## src/design/pngunf_pkg.sv

```systemverilog
// ============================================================================
// pngunf_pkg
// Shared types and constants for the PNG scanline unfilter (RGBA, 8 bit).
// ============================================================================
package pngunf_pkg;

  // Bytes per RGBA pixel; also the predictor distance
  localparam int unsigned BYTES_PER_PIXEL = 4;

  // Width of the image-width configuration register
  localparam int unsigned CFG_WIDTH_W = 11;

  // PNG filter types as carried in the filter byte
  typedef enum logic [2:0] {
    FILT_NONE  = 3'd0,
    FILT_SUB   = 3'd1,
    FILT_UP    = 3'd2,
    FILT_AVG   = 3'd3,
    FILT_PAETH = 3'd4
  } filter_t;

  // One byte of the inflated stream
  typedef struct packed {
    logic [7:0] data_byte;
    logic       start_image;
  } in_item_t;

  // One reconstructed byte or an error report
  typedef struct packed {
    logic [7:0] pixel_byte;
    logic       row_end;
    logic       filter_error;
  } out_item_t;

endpackage

```

## src/design/pngunf_predict.sv

```systemverilog
// ============================================================================
// pngunf_predict
// Predictor and reconstruction for one sample: none, sub, up, average and
// Paeth, from the left (a), up (b) and upper-left (c) bytes.
// ============================================================================
module pngunf_predict (
  input  pngunf_pkg::filter_t filter,
  input  logic [7:0]          sample,
  input  logic [7:0]          a,
  input  logic [7:0]          b,
  input  logic [7:0]          c,
  output logic [7:0]          recon
);

  logic [8:0] sum_ab;
  logic [8:0] twice_c;
  logic [7:0] pa;
  logic [7:0] pb;
  logic [8:0] pc;
  logic [7:0] paeth;
  logic [7:0] pred;

  // Paeth distances: |b-c|, |a-c|, |a+b-2c|
  always_comb begin
    sum_ab  = {1'b0, a} + {1'b0, b};
    twice_c = {c, 1'b0};
    pa      = (b > c) ? (b - c) : (c - b);
    pb      = (a > c) ? (a - c) : (c - a);
    pc      = (sum_ab > twice_c) ? (sum_ab - twice_c) : (twice_c - sum_ab);
  end

  // Resolve ties in the order a, b, c
  always_comb begin
    priority if (({1'b0, pa} <= {1'b0, pb}) && ({1'b0, pa} <= pc)) begin
      paeth = a;
    end else if ({1'b0, pb} <= pc) begin
      paeth = b;
    end else begin
      paeth = c;
    end
  end

  // Select the predictor and add it to the filtered sample
  always_comb begin
    unique case (filter)
      pngunf_pkg::FILT_SUB:   pred = a;
      pngunf_pkg::FILT_UP:    pred = b;
      pngunf_pkg::FILT_AVG:   pred = sum_ab[8:1];
      pngunf_pkg::FILT_PAETH: pred = paeth;
      default:                pred = 8'd0;
    endcase
    recon = sample + pred;
  end

endmodule

```

## config.mk

```make
export PLATFORM = sky130hd
export DESIGN_NAME = pngunf_predict
export DESIGN_NICKNAME = d
export VERILOG_FILES = /design/src/design/pngunf_pkg.sv /design/src/design/pngunf_predict.sv
export SDC_FILE = /design/constraint.sdc
export NUM_CORES = 1
export LEC_CHECK = 0
export BUFFER_PORTS_ARGS = -buffer_cell sky130_fd_sc_hd__buf_4
export CORE_MARGIN = 8
export CORE_UTILIZATION = 57
export DETAILED_ROUTE_END_ITERATION = 7
export GPL_TIMING_DRIVEN = 0
export PLACE_DENSITY = 0.82
export RECOVER_POWER = 100
export REMOVE_ABC_BUFFERS = 1
export SLEW_MARGIN = 20
export SYNTH_ARGS = -nofsm -noshare
export SYNTH_HDL_FRONTEND = slang
export SYNTH_SLANG_ARGS = --single-unit
```

## constraint.sdc

```tcl
create_clock -name vclk -period 8.45
set_clock_uncertainty 0.1 [all_clocks]
set_input_delay 0.845 -clock vclk [all_inputs]
set_output_delay 0.845 -clock vclk [all_outputs]
set_load 0.05 [all_outputs]
```

* Word level (Yosys, flattened, before mapping)
Index checks and enable logic that the tools add are counted.
Widths: inputs -> output; s select.
** Storage, ports and cells
- Bits of input ports :: 35
- Register bits :: 0
- Output and inout bits :: 8
** Operators by class
- Equality and inequality tests :: 4
- $add $sub $neg :: 8
- Magnitude comparators :: 6
- Multiplexer cells :: 6
- Reductions and logical operators :: 1
** Operators with widths (count)
- $mux 8 :: 4
- $pmux 8 s4 :: 1
- $sub 8x8->8 :: 4
- $le 8x9->1 :: 2
- $sub 9x9->9 :: 2
- $gt 8x8->1 :: 2
- $add 8x8->9 :: 1
- $gt 9x9->1 :: 1
- $mux 9 :: 1
- $add 8x8->8 :: 1
- $le 8x8->1 :: 1
- $eq 3x2->1 const B :: 2
- $eq 3x1->1 const B :: 1
- $eq 3x3->1 const B :: 1
- $logic_and 1x1->1 :: 1

* Longest topological paths before layout
Gate-level depths: netlist of the first run.
- Depth in word-level cells :: 8
- Gate-level depth with buffers :: 39
- Gate-level depth less buffers :: 38

* Worst setup path after synthesis of the first run
OpenSTA, ideal clock, no wires.
- Path kind :: input -> output
- Start point :: input a[1]
- End point :: output recon[7]
- Stages on the path :: 36
- Required time :: 7505 ps
- Buffers on the path :: 2
- Arrival :: 7847 ps
- Setup slack :: -342 ps
- Cell sequence :: ha_1 > a21o_1 > a21oi_1 > o21bai_1 > a21oi_1 > o21bai_1 > a21oi_1 > xor2_1 > inv_1 > ha_1 > and4_1 > a31oi_2 > o31ai_4 > buf_6 > mux2_2 > a21oi_1 > o21a_1 > o21ai_0 > xnor2_1 > ha_1 > nand3_1 > or2_2 > o31a_1 > o32ai_2 > buf_2 > a21oi_1 > o21ai_0 > o21ai_0 > ha_1 > a21o_1 > a21oi_1 > o21bai_1 > a21oi_1 > o21ai_0 > xor2_1 > xnor2_1
** On the way
- Longest elaborated chain between the ends :: 8
** Ends and longest elaborated chain
- start, declared :: RTL line pngunf_predict.sv:9 : input logic [7:0] a,
- $add 8x8->9 :: RTL line pngunf_predict.sv:25 : sum_ab = {1'b0, a} + {1'b0, b};
- $sub 9x9->9 / $gt 9x9->1 (equally long branches) :: RTL line pngunf_predict.sv:29 : pc = (sum_ab > twice_c) ? (sum_ab - twice_c) : (twice_c - sum_ab);
- $mux 9 :: RTL line pngunf_predict.sv:29
- $le 8x9->1, on equally long branches :: RTL line pngunf_predict.sv:36, pngunf_predict.sv:34
- $mux 8 / $logic_and 1x1->1 (equally long branches) :: RTL line pngunf_predict.sv:36, pngunf_predict.sv:34
- $mux 8 :: RTL line pngunf_predict.sv:34 : priority if (({1'b0, pa} <= {1'b0, pb}) && ({1'b0, pa} <= pc)) begin
- $pmux 8 s4 (*) :: RTL line pngunf_predict.sv:45 : unique case (filter)
- $add 8x8->8 (*) :: RTL line pngunf_predict.sv:52 : recon = sample + pred;
- end, declared :: RTL line pngunf_predict.sv:12 : output logic [7:0] recon
Every way passes the cells marked *; elsewhere a longest branch is shown, timed or not.

* Worst setup path in the final report of the first run
Same ends and word-level chain as after synthesis.

==> flow_metrics.py, run 1 <==
metrics = {
    "global_routing": {
        "antenna_found_initial": 0,
        "grt_pass1_wl_um": 18000,
        "track_usage_pct": 24.2,
        "grt_max_degree": 17,
        "grt_pass1_vias": 3810,
        "grt.overflow.total": 0,
    },
    "detailed_routing": {
        "routed_wl_um": 13500,
        "drt_pass1_iterations": 7,
        "postRouteAntennaNets": 0,
        "wire_per_inst_um": 22.4,
        "viasPerCell": 6.92,
        "drt_iter0_markers": 426,
        "drc_errors": 1,
        "vias": 4161,
    },
    "run_status": {
        "outcome": "complete, but fails checks",
        "failed_checks": "design-rule violations, negative setup slack",
    },
    "finish": {
        "layout-drive-gt1-share_pct": 31.4,
        "finalNonFillerCells": 601,
        "seq_cells": 0,
        "clkbuf_count": 0,
        "antenna_cells": 0,
        "synthToLayoutAreaGrowth_pct": 31.0,
        "final_nets": 652,
        "area.sequential_um2": 0,
    },
    "floorplanning": {
        "rows": 28,
        "ios": 43,
        "dieArea_um2": 8920,
        "die_w_um": 94.5,
        "dieHeight_um": 94.5,
        "design.core.area_um2": 5920,
        "start_util_pct": 59.3,
    },
    "timing": {
        "setup_viol": 4,
        "fmax_mhz": 114,
        "hold_viol": 0,
        "max_slew_margin_pct": 53.8,
        "worst_pin_slew_ps": 692,
        "worst_slack_ps": -337,
        "drv_slew": 0,
        "rsz0062_at_grt": "yes",
        "setup_tns_ps": -859,
        "period_needed_ps": 8790,
        "fin_crit_sh_pct": 104,
    },
    "yosys": {
        "synth.cell_area_um2": 3510,
        "avgSynthCellArea_um2": 7.82,
        "muxShareOfSynthArea_pct": 9.70,
        "synth.distinct_cells": 66,
        "syn_inst": 449,
        "post-synth-top-count-cell": "ha_1",
        "yosysWarnings": 0,
        "synth.area.top_cells": "ha_1 (29%), inv_1 (7.0%), a21oi_1 (6.1%)",
        "yosys.area_share.adder_pct": 33.4,
        "synth_top_family_by_area": "adder cells",
        "yosys-top-cells-count": "ha_1 (81), inv_1 (65), a21oi_1 (43)",
        "synth-xor-area-share_pct": 8.45,
        "synth-compound-area-share_pct": 29.2,
        "synth_top_area_cell": "ha_1",
        "synth_top_area_share_pct": 28.9,
        "yosysSeqAreaShare_pct": 0,
        "synth_simple_gate_area_share_pct": 11.0,
    },
    "setup_path": {
        "cp_data_required_time_ps": 7510,
        "cp_common_cell": "a21oi_2",
        "criticalPathCategory": "input pin to output port",
        "crit_path_max_incr_delay_ps": 310,
        "cp-start-kind": "input pin",
        "crit_path_max_fanout": 5,
        "arrival_ps": 7840,
        "worstSetupEndpointType": "output port",
        "crit_slowest_cell": "ha_4",
    },
    "min_path": {
        "hp-start": "sample[0]",
        "hold_class": "input pin to output port",
        "min_to": "recon[0]",
        "hold_depth": 3,
    },
    "place": {
        "pre_cts_ws_ps": -1600,
        "place_inst": 559,
        "dpl.hpwl_um": 8480,
        "portBuffers": 43,
        "place.gp.congestion": 0.943,
    },
    "power": {
        "pwr_density_cell_nw_per_um2": 246,
        "power_leakage_nw": 2.30,
        "ir_drop_uv": 213,
    },
    "job": {
        "cap_viol_max_count": 0,
    },
}
cell type report:
| cell class | count | area, um2 |
|---|---|---|
| multi-input combinational | 376 | 3550 |
| fill | 345 | 1320 |
| timing repair buffer | 85 | 701 |
| inverter | 65 | 248 |
| tap | 75 | 93.8 |
worst max-delay path, delay by kind of cell:
| family | cells | cell delay, ps |
|---|---|---|
| compound gates | 22 | 3700 |
| fa+ha+maj | 4 | 1090 |
| xor+xnor | 4 | 770 |
| buf+inv | 4 | 620 |
| simple gates | 3 | 530 |
| mux | 1 | 260 |
per-stage QoR:
step / util [%] / area (um2) / hold WS (ps) / total power, mW
floorplan: - / 3460 / 1970 / 0.574
global placement: 65.5 / 3880 / 1970 / 0.741
detailed placement: 65.5 / 3880 / 1970 / 0.760
CTS: 73.0 / 4320 / 1980 / 0.970
global route: 77.6 / 4600 / 2020 / 1.19
finish: 77.6 / 4600 / 2000 / 1.13
what timing repair did:
item,CTS,global route
pin swaps,39,54
gates resized for setup,56,36
buffers inserted,26,17
hold buffers,0,0
setup endpoints to repair,8,5
routing by layer:
layer	vias to the layer above	routed length [um]	track usage [%]
met5	-	0	0
met4	0	806	7.15
met3	103	1450	4.13
met2	356	6350	43.3
met1	1925	4880	28.8
li1	1777	-	-
worst max path at each step:
stage	endpoint	depth (start not counted)	start
final	recon[7]	38	a[1]
after global routing	recon[7]	38	b[0]
after CTS	recon[7]	38	b[0]
after detailed placement	recon[7]	35	a[1]
after global placement	recon[7]	35	a[1]
after floorplan	recon[7]	33	a[1]
logic make-up after synthesis:
kind of cell | after synthesis
compound gates | 145
xor+xnor | 33
fa+ha+maj | 89
buf+inv | 73
mux | 32
simple gates | 77
power breakdown:
group / internal [mW] / total [mW] / switching (mW)
registers: 0 / 0 / 0
logic: 0.492 / 1.13 / 0.640
clock network: 0 / 0 / 0
layout by cell type (no fill, tap or decap), types with 11 or more instances in the layout:
master and n:
ha_1 74, a21oi_1 30, xnor2_1 17, mux2i_1 18, nor2_1 13, buf_4 74, xor2_1 12, a21oi_2 16
inv_1 60, a21o_1 11, nand2_1 23, o21ai_0 23
Power figures use the tool's default switching activity.
==> run 2, diff against run 1 <==
--- a/config.mk
+++ b/config.mk
@@ -6,13 +6,11 @@
 export NUM_CORES = 1
 export LEC_CHECK = 0
 export BUFFER_PORTS_ARGS = -buffer_cell sky130_fd_sc_hd__buf_4
-export CORE_MARGIN = 8
 export CORE_UTILIZATION = 57
 export DETAILED_ROUTE_END_ITERATION = 7
 export GPL_TIMING_DRIVEN = 0
-export PLACE_DENSITY = 0.82
+export PLACE_DENSITY = 0.9
 export RECOVER_POWER = 100
-export REMOVE_ABC_BUFFERS = 1
 export SLEW_MARGIN = 20
 export SYNTH_ARGS = -nofsm -noshare
 export SYNTH_HDL_FRONTEND = slang
==> run 2 against run 1 <==
Critical path depth down 3. The flow still finishes with violations (design-rule violations, negative setup slack). Critical path type unchanged. Global-route usage up 17 points. First-iteration DRC count rose to 3.1 times the previous value.
==> flow_metrics.py, run 2 (synthesis gave the netlist of run 1 again) <==
metrics = {
    "place": {
        "portBuffers": 43,
        "place.gp.congestion": 0.929,
        "place_inst": 567,
        "dpl.hpwl_um": 8400,
        "postPlaceCellArea_um2": 3950,
    },
    "global_routing": {
        "grt_max_degree": 11,
        "use_met2_pct": 72.0,
        "busiest_layer": "met2",
        "use_met1_pct": 44.6,
        "grt_pass1_vias": 4272,
        "grt.overflow.total": 0,
        "grt_use_met3_pct": 4.43,
        "antenna_found_initial": 1,
        "track_usage_pct": 40.9,
        "grt_pass1_wl_um": 20400,
    },
    "cts": {
        "cts_hold_buf": 0,
    },
    "detailed_routing": {
        "routed_wl_um": 17900,
        "viasPerCell": 7.92,
        "vias": 4948,
        "drt_iter0_markers": 1330,
        "drc_errors": 156,
        "wire_per_inst_um": 28.6,
        "postRouteAntennaNets": 0,
        "drt_pass1_iterations": 8,
    },
    "finish": {
        "area.sequential_um2": 0,
        "fillCellCount": 268,
        "layout-drive-gt1-share_pct": 36.1,
        "final_common_cell": "buf_4",
        "final_cell_mix": "buf_4 (83), ha_1 (74), inv_1 (58), a21oi_1 (29), o21ai_0 (25)",
        "design_area_um2": 4900,
        "final_nets": 675,
        "clkbuf_count": 0,
        "synthToLayoutAreaGrowth_pct": 39.6,
        "utilization_pct": 82.8,
        "seq_cells": 0,
        "multi_input_area_um2": 3670,
        "finalNonFillerCells": 625,
    },
    "setup_path": {
        "crit_path_max_fanout": 6,
        "cp_data_required_time_ps": 7510,
        "cp-endpoint": "recon[7]",
        "crit_slowest_cell": "a2111oi_1",
        "arrival_ps": 8560,
        "criticalPathCategory": "input pin to output port",
        "worstSetupEndpointType": "output port",
        "cp.depth": 35,
        "cp.buffers_inverters": 8,
        "path_delay_family": "compound AO/OA/AOI/OAI gates",
        "crit_path_max_incr_delay_ps": 520,
        "cp-start-kind": "input pin",
        "cp-startpoint": "b[3]",
    },
    "job": {
        "cap_viol_max_count": 0,
    },
    "timing": {
        "fin_crit_sh_pct": 112,
        "hold_viol": 0,
        "worst_slack_ps": -1050,
        "rsz0062_at_grt": "yes",
        "max_slew_margin_pct": 46.8,
        "fmax_mhz": 105,
        "period_needed_ps": 9500,
        "setup_viol": 7,
        "hold_slack_ps": 2010,
        "drv_slew": 0,
        "worst_pin_slew_ps": 791,
        "setup_tns_ps": -4490,
    },
    "floorplanning": {
        "start_util_pct": 59.3,
        "die_w_um": 80.5,
        "ios": 43,
        "rows": 28,
        "design.core.area_um2": 5920,
        "dieHeight_um": 80.5,
        "dieArea_um2": 6470,
    },
    "power": {
        "pwr_density_cell_nw_per_um2": 290,
        "ir_drop_uv": 208,
        "power_leakage_nw": 2.44,
    },
    "run_status": {
        "failed_checks": "design-rule violations, negative setup slack",
        "outcome": "complete, but fails checks",
    },
    "yosys": {
        "synth_nets": 573,
    },
    "min_path": {
        "hold_class": "input pin to output port",
    },
}
[run 2: metrics by stage]
stage | total power [mW] | setup slack, ps
floorplan | 0.591 | -47.4
global placement | 0.753 | -1080
detailed placement | 0.780 | -1180
CTS | 1.07 | -165
global route | 1.46 | -1310
finish | 1.42 | -1050
[run 2: layout make-up]
class / instances / share of cell area, %
buffer: 8 / 1.07
tap: 75 / 1.91
antenna: 1 / 0.0511
timing repair buffer: 100 / 17.0
multi-input combinational: 376 / 75.0
inverter: 65 / 5.05
[run 2: timing repair]
| item | 4_1_cts | 5_1_grt |
|---|---|---|
| buffers inserted | 43 | 21 |
| pin swaps | 55 | 56 |
| gates resized for setup | 67 | 50 |
| setup endpoints to repair | 8 | 7 |
[run 2: worst min path at each step]
stage / slack [ps] / endpoint / from / cells past startpoint
after floorplan: 1940 / recon[7] / sample[7] / 2
after global placement: 1970 / recon[0] / sample[0] / 3
after detailed placement: 1990 / recon[0] / sample[0] / 3
after CTS: 1990 / recon[0] / sample[0] / 3
after global routing: 2010 / recon[0] / sample[0] / 3
final: 2010 / recon[0] / sample[0] / 3
[run 2: power breakdown]
| group | internal (mW) | leakage, nW | switching [mW] |
|---|---|---|---|
| logic | 0.637 | 2.44 | 0.786 |
| registers | 0 | 0 | 0 |
| clock network | 0.0000000146 | 0.00000634 | 0 |
| total | 0.637 | 2.44 | 0.786 |
[run 2: per-layer routing]
metal	wire length, um	share of wire (%)	up-vias
met5	0	0	-
met4	2400	13	0
met3	2650	15	337
met2	7380	41	677
met1	5450	30	2106
li1	-	-	1828
